--- src/sv/tpn_pkg.sv ---
`default_nettype none
// ----------------------------------------------------------------------------
// tpn_pkg
// shared types, constants and helpers of the track patrol navigator
// ----------------------------------------------------------------------------
package tpn_pkg;

   localparam int CSR_ADDR_W = 3;
   localparam int CSR_DATA_W = 16;
   localparam int REQ_DATA_W = 80;
   localparam int RSP_DATA_W = 88;

   localparam int MAX_SHIFT     = 800;
   localparam int STRIKES       = 3;
   localparam int SWEEP_HALF_X  = 1600;
   localparam int SWEEP_HALF_Y  = 1600;
   localparam int WORSE_MARGIN  = 6;

   localparam logic [CSR_ADDR_W-1:0] CSR_FRAME_WIDTH   = 3'd0;
   localparam logic [CSR_ADDR_W-1:0] CSR_FRAME_HEIGHT  = 3'd1;
   localparam logic [CSR_ADDR_W-1:0] CSR_CENTER_TOL    = 3'd2;
   localparam logic [CSR_ADDR_W-1:0] CSR_HOVER_RELEASE = 3'd3;
   localparam logic [CSR_ADDR_W-1:0] CSR_REAIM_MS      = 3'd4;
   localparam logic [CSR_ADDR_W-1:0] CSR_LOST_GRACE_MS = 3'd5;
   localparam logic [CSR_ADDR_W-1:0] CSR_GAIN_X        = 3'd6;
   localparam logic [CSR_ADDR_W-1:0] CSR_GAIN_Y        = 3'd7;

   localparam logic [1:0] MODE_PATROL   = 2'd0;
   localparam logic [1:0] MODE_APPROACH = 2'd1;
   localparam logic [1:0] MODE_HOVER    = 2'd2;

   localparam logic KIND_TICK  = 1'b0;
   localparam logic KIND_FRAME = 1'b1;

   typedef enum logic [2:0] {
      ST_PATROL   = 3'b001,
      ST_APPROACH = 3'b010,
      ST_HOVER    = 3'b100
   } nav_state_type;

   typedef struct packed {
      logic signed [23:0] x;
      logic signed [23:0] y;
   } point_type;

   localparam logic signed [23:0] PHX = 24'(SWEEP_HALF_X);
   localparam logic signed [23:0] PHY = 24'(SWEEP_HALF_Y);
   localparam logic signed [22:0] SHIFT_HI = 23'(MAX_SHIFT);
   localparam logic signed [22:0] SHIFT_LO = -23'(MAX_SHIFT);

   function automatic logic [1:0] mode_code(nav_state_type s);
      logic [1:0] m;
      case (s)
         ST_APPROACH: m = MODE_APPROACH;
         ST_HOVER:    m = MODE_HOVER;
         default:     m = MODE_PATROL;
      endcase
      return m;
   endfunction

   function automatic point_type patrol_point(logic [2:0] slot);
      point_type p;
      case (slot)
         3'd0:    begin p.x = -PHX; p.y = -PHY; end
         3'd1:    begin p.x = PHX;  p.y = PHY;  end
         3'd3:    begin p.x = PHX;  p.y = -PHY; end
         3'd4:    begin p.x = -PHX; p.y = PHY;  end
         default: begin p.x = '0;   p.y = '0;   end
      endcase
      return p;
   endfunction

   function automatic logic signed [15:0] clamp_shift(logic signed [22:0] v);
      logic signed [22:0] c;
      if (v > SHIFT_HI) c = SHIFT_HI;
      else if (v < SHIFT_LO) c = SHIFT_LO;
      else c = v;
      return c[15:0];
   endfunction

   function automatic logic signed [23:0] sat24(logic signed [24:0] v);
      logic signed [23:0] r;
      if (v[24] != v[23]) r = v[24] ? 24'sh800000 : 24'sh7fffff;
      else r = v[23:0];
      return r;
   endfunction

   function automatic logic [13:0] abs14(logic signed [13:0] v);
      return v[13] ? 14'(-v) : 14'(v);
   endfunction

   function automatic logic [3:0] strike(logic [3:0] cnt, logic [13:0] abs_e,
                                         logic [13:0] abs_prev);
      logic [3:0] r;
      if ({1'b0, abs_e} > {1'b0, abs_prev} + 15'(WORSE_MARGIN))
         r = (cnt == 4'd15) ? cnt : cnt + 4'd1;
      else
         r = '0;
      return r;
   endfunction

endpackage
`default_nettype wire

--- src/sv/track_patrol_navigator.sv ---
`default_nettype none
// ----------------------------------------------------------------------------
// track_patrol_navigator
// patrol, approach and hover mode machine for a camera platform
// ----------------------------------------------------------------------------
// flow: a frame beat is registered, evaluated and loaded into the result
// register; tick beats update the ms counters, no result. throughput: one
// beat per cycle unless a held result stalls a frame beat, set by the single
// compute stage between the two registers (one 14x16 multiply per axis)
// reset: synchronous, restores the default registers and clears all state
module track_patrol_navigator
   import tpn_pkg::*;
(
   input  wire                   clock,
   input  wire                   reset,
   input  wire                   csr_we,
   input  wire  [CSR_ADDR_W-1:0] csr_addr,
   input  wire  [CSR_DATA_W-1:0] csr_wdata,
   input  wire                   req_tvalid,
   output logic                  req_tready,
   // found, obj_x, obj_y, pos_x, pos_y, busy, zero pad
   input  wire  [REQ_DATA_W-1:0] req_tdata,
   // kind
   input  wire                   req_tuser,
   output logic                  rsp_tvalid,
   input  wire                   rsp_tready,
   // mode, abort_move, move_valid, target_x, target_y, shift_x, shift_y,
   // warn_x, warn_y, zero pad
   output logic [RSP_DATA_W-1:0] rsp_tdata
);

   // configuration
   logic [11:0]        frame_width_ff, frame_height_ff, center_tol_ff, hover_release_ff;
   logic [15:0]        reaim_ms_ff, lost_grace_ms_ff;
   logic signed [15:0] gain_x_ff, gain_y_ff;

   always_ff @(posedge clock) begin
      if (reset) begin
         frame_width_ff   <= 12'd1280;
         frame_height_ff  <= 12'd720;
         center_tol_ff    <= 12'd20;
         hover_release_ff <= 12'd40;
         reaim_ms_ff      <= 16'd200;
         lost_grace_ms_ff <= 16'd2000;
         gain_x_ff        <= 16'sd256;
         gain_y_ff        <= 16'sd256;
      end else if (csr_we) begin
         case (csr_addr)
            CSR_FRAME_WIDTH:   frame_width_ff   <= csr_wdata[11:0];
            CSR_FRAME_HEIGHT:  frame_height_ff  <= csr_wdata[11:0];
            CSR_CENTER_TOL:    center_tol_ff    <= csr_wdata[11:0];
            CSR_HOVER_RELEASE: hover_release_ff <= csr_wdata[11:0];
            CSR_REAIM_MS:      reaim_ms_ff      <= csr_wdata;
            CSR_LOST_GRACE_MS: lost_grace_ms_ff <= csr_wdata;
            CSR_GAIN_X:        gain_x_ff        <= csr_wdata;
            CSR_GAIN_Y:        gain_y_ff        <= csr_wdata;
            default: ;
         endcase
      end
   end

   // input register
   logic               s1_valid_ff, s1_kind_ff, s1_found_ff, s1_busy_ff;
   logic [11:0]        s1_obj_x_ff, s1_obj_y_ff;
   logic signed [23:0] s1_pos_x_ff, s1_pos_y_ff;
   logic               s1_fire, out_free, req_fire;

   assign out_free   = !rsp_tvalid || rsp_tready;
   assign s1_fire    = s1_valid_ff && (s1_kind_ff == KIND_TICK || out_free);
   assign req_tready = !s1_valid_ff || s1_fire;
   assign req_fire   = req_tvalid && req_tready;

   always_ff @(posedge clock) begin
      if (reset) s1_valid_ff <= 1'b0;
      else if (req_tready) s1_valid_ff <= req_tvalid;
   end

   always_ff @(posedge clock) begin
      if (req_fire) begin
         s1_kind_ff  <= req_tuser;
         s1_found_ff <= req_tdata[0];
         s1_obj_x_ff <= req_tdata[12:1];
         s1_obj_y_ff <= req_tdata[24:13];
         s1_pos_x_ff <= req_tdata[48:25];
         s1_pos_y_ff <= req_tdata[72:49];
         s1_busy_ff  <= req_tdata[73];
      end
   end

   // state
   nav_state_type      nav_ff, nav_in;
   logic [2:0]         slot_ff, slot_in;
   logic               seen_ff, seen_in, have_cmd_ff, have_cmd_in;
   logic               warned_x_ff, warned_x_in, warned_y_ff, warned_y_in;
   logic signed [13:0] cmd_err_x_ff, cmd_err_x_in, cmd_err_y_ff, cmd_err_y_in;
   logic [3:0]         worse_x_ff, worse_x_in, worse_y_ff, worse_y_in;
   logic [15:0]        ms_seen_ff, ms_seen_in, ms_cmd_ff, ms_cmd_in;

   // per-axis error and correction
   logic signed [13:0] ex, ey;
   logic [13:0]        abs_ex, abs_ey, lim;
   logic signed [29:0] prod_x, prod_y;
   logic signed [30:0] rnd_x, rnd_y;
   logic signed [15:0] sx, sy;
   logic signed [23:0] cx, cy;
   point_type          pt;

   assign ex     = $signed({1'b0, s1_obj_x_ff, 1'b0}) - $signed({2'b0, frame_width_ff});
   assign ey     = $signed({1'b0, s1_obj_y_ff, 1'b0}) - $signed({2'b0, frame_height_ff});
   assign abs_ex = abs14(ex);
   assign abs_ey = abs14(ey);
   assign lim    = (nav_ff == ST_HOVER) ? {1'b0, hover_release_ff, 1'b0}
                                        : {1'b0, center_tol_ff, 1'b0};
   assign prod_x = ex * gain_x_ff;
   assign prod_y = ey * gain_y_ff;
   assign rnd_x  = 31'(prod_x) + 31'sd128;
   assign rnd_y  = 31'(prod_y) + 31'sd128;
   assign sx     = clamp_shift(rnd_x[30:8]);
   assign sy     = clamp_shift(rnd_y[30:8]);
   assign cx     = sat24(25'(s1_pos_x_ff) + 25'(sx));
   assign cy     = sat24(25'(s1_pos_y_ff) + 25'(sy));
   assign pt     = patrol_point(slot_ff);

   // result fields
   logic               abort_in, move_in, wx_in, wy_in;
   logic signed [23:0] tx_in, ty_in;
   logic signed [15:0] shx_in, shy_in;
   logic               hold;

   always_comb begin
      nav_in      = nav_ff;
      slot_in     = slot_ff;
      seen_in     = seen_ff;
      have_cmd_in = have_cmd_ff;
      warned_x_in = warned_x_ff;
      warned_y_in = warned_y_ff;
      cmd_err_x_in = cmd_err_x_ff;
      cmd_err_y_in = cmd_err_y_ff;
      worse_x_in  = worse_x_ff;
      worse_y_in  = worse_y_ff;
      ms_seen_in  = ms_seen_ff;
      ms_cmd_in   = ms_cmd_ff;
      abort_in    = 1'b0;
      move_in     = 1'b0;
      wx_in       = 1'b0;
      wy_in       = 1'b0;
      tx_in       = '0;
      ty_in       = '0;
      shx_in      = '0;
      shy_in      = '0;
      hold        = 1'b0;
      if (s1_kind_ff == KIND_TICK) begin
         if (ms_seen_ff != 16'hffff) ms_seen_in = ms_seen_ff + 16'd1;
         if (ms_cmd_ff != 16'hffff) ms_cmd_in = ms_cmd_ff + 16'd1;
      end else if (s1_found_ff) begin
         ms_seen_in = '0;
         seen_in    = 1'b1;
         if (abs_ex <= lim && abs_ey <= lim) begin
            if (nav_ff != ST_HOVER) begin
               abort_in    = 1'b1;
               nav_in      = ST_HOVER;
               have_cmd_in = 1'b0;
               worse_x_in  = '0;
               worse_y_in  = '0;
            end
         end else begin
            if (nav_ff == ST_PATROL) begin
               abort_in    = 1'b1;
               have_cmd_in = 1'b0;
               worse_x_in  = '0;
               worse_y_in  = '0;
            end
            nav_in = ST_APPROACH;
            if (!(have_cmd_in && ms_cmd_ff < reaim_ms_ff)) begin
               if (have_cmd_in) begin
                  worse_x_in = strike(worse_x_ff, abs_ex, abs14(cmd_err_x_ff));
                  worse_y_in = strike(worse_y_ff, abs_ey, abs14(cmd_err_y_ff));
                  if (worse_x_in >= 4'(STRIKES) && !warned_x_ff) begin
                     warned_x_in = 1'b1;
                     wx_in       = 1'b1;
                  end
                  if (worse_y_in >= 4'(STRIKES) && !warned_y_ff) begin
                     warned_y_in = 1'b1;
                     wy_in       = 1'b1;
                  end
               end
               shx_in       = sx;
               shy_in       = sy;
               tx_in        = cx;
               ty_in        = cy;
               move_in      = 1'b1;
               cmd_err_x_in = ex;
               cmd_err_y_in = ey;
               have_cmd_in  = 1'b1;
               ms_cmd_in    = '0;
            end
         end
      end else begin
         if (nav_ff != ST_PATROL && seen_ff) begin
            if (ms_seen_ff < lost_grace_ms_ff) begin
               hold = 1'b1;
            end else begin
               nav_in      = ST_PATROL;
               have_cmd_in = 1'b0;
               worse_x_in  = '0;
               worse_y_in  = '0;
            end
         end
         if (!hold && !s1_busy_ff) begin
            if (nav_in != nav_ff) begin
               tx_in = -PHX;
               ty_in = -PHY;
               slot_in = 3'd1;
            end else begin
               tx_in   = pt.x;
               ty_in   = pt.y;
               slot_in = (slot_ff >= 3'd5) ? 3'd0 : slot_ff + 3'd1;
            end
            move_in = 1'b1;
         end else if (nav_in != nav_ff) begin
            slot_in = 3'd0;
         end
      end
   end

   always_ff @(posedge clock) begin
      if (reset) begin
         nav_ff       <= ST_PATROL;
         slot_ff      <= '0;
         seen_ff      <= 1'b0;
         have_cmd_ff  <= 1'b0;
         warned_x_ff  <= 1'b0;
         warned_y_ff  <= 1'b0;
         cmd_err_x_ff <= '0;
         cmd_err_y_ff <= '0;
         worse_x_ff   <= '0;
         worse_y_ff   <= '0;
         ms_seen_ff   <= '0;
         ms_cmd_ff    <= '0;
      end else if (s1_fire) begin
         nav_ff       <= nav_in;
         slot_ff      <= slot_in;
         seen_ff      <= seen_in;
         have_cmd_ff  <= have_cmd_in;
         warned_x_ff  <= warned_x_in;
         warned_y_ff  <= warned_y_in;
         cmd_err_x_ff <= cmd_err_x_in;
         cmd_err_y_ff <= cmd_err_y_in;
         worse_x_ff   <= worse_x_in;
         worse_y_ff   <= worse_y_in;
         ms_seen_ff   <= ms_seen_in;
         ms_cmd_ff    <= ms_cmd_in;
      end
   end

   // result register
   logic rsp_tvalid_ff, rsp_load;
   logic [RSP_DATA_W-1:0] rsp_tdata_ff;

   assign rsp_load = s1_fire && s1_kind_ff == KIND_FRAME;

   always_ff @(posedge clock) begin
      if (reset) rsp_tvalid_ff <= 1'b0;
      else if (rsp_load) rsp_tvalid_ff <= 1'b1;
      else if (rsp_tready) rsp_tvalid_ff <= 1'b0;
   end

   always_ff @(posedge clock) begin
      if (rsp_load) begin
         rsp_tdata_ff <= {2'b0, wy_in, wx_in, shy_in, shx_in, ty_in, tx_in,
                          move_in, abort_in, mode_code(nav_in)};
      end
   end

   assign rsp_tvalid = rsp_tvalid_ff;
   assign rsp_tdata  = rsp_tdata_ff;

endmodule
`default_nettype wire

--- config.mk ---
export PLATFORM = sky130hd
export DESIGN_NAME = track_patrol_navigator
export DESIGN_NICKNAME = d
export VERILOG_FILES = /design/src/sv/tpn_pkg.sv /design/src/sv/track_patrol_navigator.sv
export SDC_FILE = /design/constraint.sdc
export NUM_CORES = 2
export LEC_CHECK = 0
export ABC_AREA = 1
export ABC_CLOCK_PERIOD_IN_PS = 15800
export BUFFER_PORTS_ARGS = -buffer_cell sky130_fd_sc_hd__buf_2
export CORE_UTILIZATION = 67
export CTS_CLUSTER_DIAMETER = 80
export DETAILED_ROUTE_END_ITERATION = 7
export PLACE_DENSITY = 0.84
export RECOVER_POWER = 50
export SLEW_MARGIN = 20
export SYNTH_ARGS = -nofsm -noshare
export SYNTH_HDL_FRONTEND = slang
export SYNTH_SLANG_ARGS = --single-unit
--- constraint.sdc ---
create_clock -name clock -period 15.8 [get_ports clock]
set_input_delay 3.16 -clock clock [delete_from_list [all_inputs] [get_ports clock]]
set_output_delay 3.16 -clock clock [all_outputs]
set_load 0.01 [all_outputs]
After elaboration in Yosys (flattened, before gate mapping)
Cells that the tools add are included.
Word-level totals
  register bits: 353
  input bits: 105
  output and inout port bits: 90
  word-level logic and storage cells: 240
Operators by class
  $add $sub $neg: 17
  multipliers: 2
  $lt $le $gt $ge: 13
  eq/ne operators: 28
  multiplexer cells: 97
  bitwise gates (word level): 5
  reduce and logical (&&, ||, !) cells: 44
Operator list (number)
  $mux 24: 14
  $mux 16: 12
  $pmux 48 s4: 1
  $mux 4: 27
  $add 30x9->31 const B: 2
  $mul 14x16->30: 2
  $mux 14: 4
  $neg 14->14: 4
  $add 24x16->25: 2
  $gt 23x11->1 const B: 2
  $lt 23x11->1 const B: 2
  $mux 3: 12
  $add 16x1->16 const B: 2
  $lt 16x16->1: 2
  $ne 16x16->1 const B: 2
  $add 14x3->15 const B: 2
  $gt 14x15->1: 2
  $le 14x13->1: 2
  $sub 13x12->14: 2
  $mux 1: 25
  $eq 3x3->1 const B: 7
  $reduce_and 2->1: 9
  $reduce_and 5->1: 3
  $reduce_and 7->1: 2
  26 further kinds: 62

Depth between registers and ports, before layout
  depth after elaboration: 17
  depth in mapped cells: 69
  mapped depth without buffers: 68

Worst setup path after synthesis
Ideal clock, no wire load.
  kind: register to register
  start point: register s1_obj_y_ff[1]
  end point: register rsp_tdata_ff[50], in the netlist rsp_tdata[50], data pin
  setup time: 264 ps
  data arrival time: 9799 ps
  required time: 15536 ps
  setup slack: 5736 ps
  cell stages (with the launch flop): 62
  buffers on the path: 2
  clock period less this slack: 10064 ps
  path through: edfxtp_1 > ha_1 > a21oi_1 > a21oi_1 > o21ai_1 > nand2_1 > nand2_1 > nand2_1 > nand2_1 > nand2_1 > a21boi_0 > o21ai_1 > xor2_1 > clkbuf_1 > nor2_1 > fa_1 > fa_1 > fa_1 > [26 not listed] > nand2_1 > nand2_1 > nand2_1 > nand2_1 > nand2_1 > nand2_1 > inv_1 > nor2_4 > nand3b_2 > nand2_1 > nand2_1 > nand2_2 > nand2_8 > nand2_8 > inv_6 > buf_12 > nand2_1 > nand2_1
On the way
  word-level cells in the longest chain between the ends: 12
  elaborated cells on any way between the ends: 18
  classes of those cells: add/sub: 4; mul: 1; order compare: 3; eq/ne: 1; mux: 8; reduce/logical: 1
Ends and longest elaborated chain
  start: declaration: line track_patrol_navigator.sv:64  | logic [11:0] s1_obj_x_ff, s1_obj_y_ff;
  start signal: assignment: line track_patrol_navigator.sv:83  | s1_obj_y_ff <= req_tdata[24:13];
  $sub 13x12->14 (*): line track_patrol_navigator.sv:109  | assign ey = $signed({1'b0, s1_obj_y_ff, 1'b0}) - $signed({2'b0, frame_height_ff});
  $mul 14x16->30 (*): line track_patrol_navigator.sv:115  | assign prod_y = ey * gain_y_ff;
  $add 30x9->31 (*): line track_patrol_navigator.sv:117  | assign rnd_y = 31'(prod_y) + 31'sd128;
  $lt 23x11->1: line tpn_pkg.sv:76  | else if (v < SHIFT_LO) c = SHIFT_LO;
  $mux 16: line tpn_pkg.sv:76
  $mux 16 (*): line tpn_pkg.sv:75  | if (v > SHIFT_HI) c = SHIFT_HI;
  named net sy[0]: line track_patrol_navigator.sv:104  | logic signed [15:0] sx, sy;
  $add 24x16->25 (*): line track_patrol_navigator.sv:121  | assign cy = sat24(25'(s1_pos_y_ff) + 25'(sy));
  $mux 24 or $ne 1x1->1 (tied branches): line tpn_pkg.sv:83  | if (v[24] != v[23]) r = v[24] ? 24'sh800000 : 24'sh7fffff;
  $mux 24 (*): line tpn_pkg.sv:83
  $mux 24 (*): line track_patrol_navigator.sv:174  | if (!(have_cmd_in && ms_cmd_ff < reaim_ms_ff)) begin
  $mux 24 (*): line track_patrol_navigator.sv:158  | if (abs_ex <= lim && abs_ey <= lim) begin
  $mux 24 (*): line track_patrol_navigator.sv:155  | end else if (s1_found_ff) begin
  end signal: assignment: line track_patrol_navigator.sv:270  | rsp_tdata_ff <= {2'b0, wy_in, wx_in, shy_in, shx_in, ty_in, tx_in,
  end: declaration: line track_patrol_navigator.sv:258  | logic [RSP_DATA_W-1:0] rsp_tdata_ff;
Mark *: on every way through the listed nets, which the timed path passes. The rest lies on a longest branch.
A chain may end at the register's enable or synchronous reset.

Worst setup path after layout
  start point: register frame_height_ff[0]
  end point: register rsp_tdata_ff[48], in the netlist rsp_tdata[48], data pin
On the way
  word-level cells in the longest chain between the ends: 12
  elaborated cells on any way between the ends: 18
  classes of those cells: add/sub: 4; mul: 1; order compare: 3; eq/ne: 1; mux: 8; reduce/logical: 1
Ends and longest elaborated chain
  start: declaration: line track_patrol_navigator.sv:33  | logic [11:0] frame_width_ff, frame_height_ff, center_tol_ff, hover_release_ff;
  start signal: assignment: line track_patrol_navigator.sv:50  | CSR_FRAME_HEIGHT: frame_height_ff <= csr_wdata[11:0];
  $sub 13x12->14 (*): line track_patrol_navigator.sv:109
  $mul 14x16->30 (*): line track_patrol_navigator.sv:115
  $add 30x9->31 (*): line track_patrol_navigator.sv:117
  $lt 23x11->1: line tpn_pkg.sv:76
  $mux 16: line tpn_pkg.sv:76
  $mux 16 (*): line tpn_pkg.sv:75
  named net sy[0]: line track_patrol_navigator.sv:104
  $add 24x16->25 (*): line track_patrol_navigator.sv:121
  $mux 24 or $ne 1x1->1 (tied branches): line tpn_pkg.sv:83
  $mux 24 (*): line tpn_pkg.sv:83
  $mux 24 (*): line track_patrol_navigator.sv:174
  $mux 24 (*): line track_patrol_navigator.sv:158
  $mux 24 (*): line track_patrol_navigator.sv:155
Marked as above.

==> Implementation_results.wiki <==
{| class="wikitable"
! Metric !! Value
|-
| Worst Setup Slack post-DPL || 3.14 ns
|-
| Post-synth design cell area || 0.0382 sq mm
|-
| Worst-Margin Slew || 4.59 ns
|-
| Launch point of the worst hold path || frame_height_ff[2]
|-
| Count of flip-flops with a built-in enable after synthesis || 161
|-
| R2R depth || 62
|-
| Share of final-layout standard cells stronger than drive strength 1 || 0.0556
|-
| Slowest-stage cell, CP || dfxtp_1
|-
| Clock-pin slew on the worst setup and hold paths || 0.06 ns
|-
| Final instance area || 0.0409 sq mm
|-
| Start point of the critical path || frame_height_ff[0]
|-
| Fill cell count || 4384
|-
| Buffers inserted by post-CTS timing repair || 0
|-
| Number of hold-repair buffers added at the cts stage || 0
|-
| Final total negative setup slack || 0 ns
|-
| Routed Wire Length || 97700 um
|-
| Worst R2R End || rsp_tdata[48]
|-
| Remaining number of nets flagged by the antenna check after routing || 0
|-
| Endpoints failing hold || 0
|-
| Core outline area || 0.0564 sq mm
|-
| Max Root-Sink Buffers || 3
|-
| Maximum number of pins on one net before global-route repair || 120
|-
| Count of unresolved DRC violations after routing || 0
|-
| CTS tree || built
|-
| Post-synth ARST share || 0
|-
| Post-DP Area || 0.0396 sq mm
|-
| Number of setup violations in the final report || 0
|-
| Max-slew headroom || -2.06
|-
| Worst reg2reg path startpoint || frame_height_ff[0]
|-
| Vias || 32448
|-
| Startpoint type of the worst setup path || register
|-
| Gr usage total || 0.345
|-
| Clock Root Buffer || clkbuf_16
|-
| Leakage || 20.1 nW
|-
| Effective utilization at floorplan || 0.678
|-
| Detailed Place HPWL || 76100 um
|-
| Time the worst path needs with I/O delays and setup || 12.99 ns
|-
| Worst voltage drop across the vdd grid || 0.117 mV
|-
| End point of the critical path || rsp_tdata[48]
|-
| Largest cells by area after synthesis || fa_1, edfxtp_1, dfxtp_1
|-
| Maximum level of the CTS H-tree || 2
|-
| Share of the clock period used by the worst path || 0.822
|-
| Final std cells w/o fill || 5708
|-
| Wire length of the first global-routing pass || 157000 um
|-
| Power per cell area || 124 mW/mm^2
|-
| Top flip-flop cell by instance count after synthesis || dfxtp_1
|-
| Die H || 241 um
|-
| Number of flip-flops and latches in the synthesized netlist || 353
|-
| Net count of the finished layout || 5763
|-
| Clock latency of the later-clocked register in the worst-skew pair || 0.58 ns
|-
| Die Width || 241 um
|-
| Most frequently used cell type in the post-synthesis netlist || nand2_1
|-
| Number of placement rows || 87
|-
| Share of the yosys chip area belonging to registers || 0.227
|-
| Count of pins on the block boundary || 195
|-
| Total grt overflow || 0
|-
| Dominant cell type by area after synthesis || fa_1
|-
| Number of buffers inserted during clock tree synthesis || 41
|-
| Quantity of I/O buffers inserted on ports || 186
|-
| Delay of the slowest critical-path stage || 1.01 ns
|-
| Number of cells upsized or downsized after cts || 0
|-
| Via count normalized by instance count || 5.68
|-
| Layout overhead on the synthesized area || 6.94%
|-
| Worst-case hold slack || 0.459 ns
|-
| Critical path required time || 16.09 ns
|-
| Number of sinks handled by clock tree synthesis || 353
|-
| CP Capture Type || register
|-
| Routed wire per std cell || 17.1 um
|-
| CP max FO || 21
|-
| Post-synthesis cell type count || 58
|-
| Synthesized netlist cell count || 4806
|-
| Placed Cells || 5629
|-
| Setup repair after global routing missed its margin || false
|-
| Violations in the final reports || max-capacitance violations, max-slew violations
|-
| Yosys warns || 0
|-
| Layout Skew || 0.0281 ns
|-
| Initial antenna violation count || 1
|-
| Vias in the first global route || 31651
|-
| Max FFs per register || 86
|-
| DR iter-0 viols || 2677
|-
| DIE AREA || 0.0580 sq mm
|-
| Register-to-register path setup slack || 2.81 ns
|-
| Arr. time, crit path || 13.28 ns
|-
| Most frequent cell on the critical path || nand2_1
|-
| Timing-limited maximum frequency || 0.0770 GHz
|-
| Max-slew violation count || 145
|-
| Setup ws final || 2.81 ns
|-
| Post-Syn Area per Cell || 7.95 sq um
|-
| Most common library cells after synthesis || nand2_1, inv_1, fa_1, nor2_1, a21oi_1
|-
| Critical path type || reg2reg
|-
| Area share of the leading cell type in the synthesized netlist || 0.237
|-
| Worst min-delay path category || reg2reg
|-
| Total iterations of the first detailed-routing run || 6
|-
| Max cap viols || 3
|-
| Result of the run || complete, but fails checks
|-
| Placer's final routability congestion estimate || 0.966
|}
## kinds of logic (layout without fill, tap and decap cells)
| kind of cell | Yosys count | in the layout | share of synthesized area |
|---|---|---|---|
| other | 1 | 7 | 0.0000981 |
| and+or+nand+nor | 1802 | 1802 | 0.201 |
| adders and majority gates | 742 | 742 | 0.332 |
| muxes | 11 | 11 | 0.00288 |
| buffers and inverters | 1098 | 1238 | 0.111 |
| DFF | 353 | 353 | 0.227 |
| AOI/OAI and AO/OA | 654 | 654 | 0.0938 |
| xor gates and xnor gates | 145 | 145 | 0.0334 |
## worst max-delay path, delay by kind of cell, from the launching register on
| kind | cells | cell delay [ns] |
|---|---|---|
| AOI/OAI and AO/OA | 7 | 1.49 |
| adders and majority gates | 9 | 4.12 |
| buffers and inverters | 9 | 1.57 |
| DFF | 1 | 1.01 |
| and+or+nand+nor | 37 | 4.55 |
## worst min path at each step
stage | end | depth (start not counted)
6_report | frame_height_ff[2] | 2
2_1_floorplan | center_tol_ff[2] | 2
4_1_cts | center_tol_ff[4] | 2
3_3_place_gp | center_tol_ff[2] | 2
5_1_grt | reaim_ms_ff[11] | 2
3_5_place_dp | center_tol_ff[4] | 2
## per-stage QoR
step           power (mW)   util
2_1_floorplan        3.38      -
3_3_place_gp         3.97  0.703
3_5_place_dp         4.06  0.703
4_1_cts              5.03  0.727
5_1_grt              5.51  0.725
6_report             5.07  0.725
## report_power, final
| part | switching [mW] | leakage, nW | total (mW) | internal, mW |
|---|---|---|---|---|
| clock network | 0.395 | 0.675 | 0.966 | 0.571 |
| registers | 0.0301 | 3.10 | 1.05 | 1.02 |
| logic | 2.00 | 16.3 | 3.05 | 1.06 |
| total | 2.42 | 20.1 | 5.07 | 2.65 |
## metal layers
layer	vias to the layer above	GRT usage	share of wire
li1	15279	-	-
met1	15287	0.460	0.40
met2	1578	0.542	0.44
met3	300	0.0797	0.11
met4	4	0.143	0.044
met5	-	0.00926	0.00080
## cells in the final DEF, fill, tap and decap left out, types with 11 or more instances in the layout
cell and n:
a211oi_1 13, a21o_1 12, a21oi_1 310, a31oi_1 11
buf_2 84, buf_4 12, clkbuf_1 109, clkbuf_16 43
dfxtp_1 192, edfxtp_1 161, fa_1 452, ha_1 290
inv_1 946, mux2i_1 11, nand2_1 952, nand2_2 45
nand3_1 190, nand3b_1 19, nand4_1 48, nor2_1 423
nor3_1 63, o211ai_1 29, o21a_1 11, o21ai_0 217
or2_2 20, xnor2_1 41, xor2_1 103
## area by class of cell
class,instances,area (sq um),share of cell area
Multi-Input combinational cell,3358,25300,0.620
Inverter,963,3630,0.0888
Tap cell,756,946,0.0231
Timing Repair Buffer,199,897,0.0219
Clock buffer,54,1160,0.0283
Antenna cell,3,7.51,0.000184
Sequential cell,353,8680,0.212
Clock inverter,22,225,0.00551
Power figures use the tool's default switching activity.
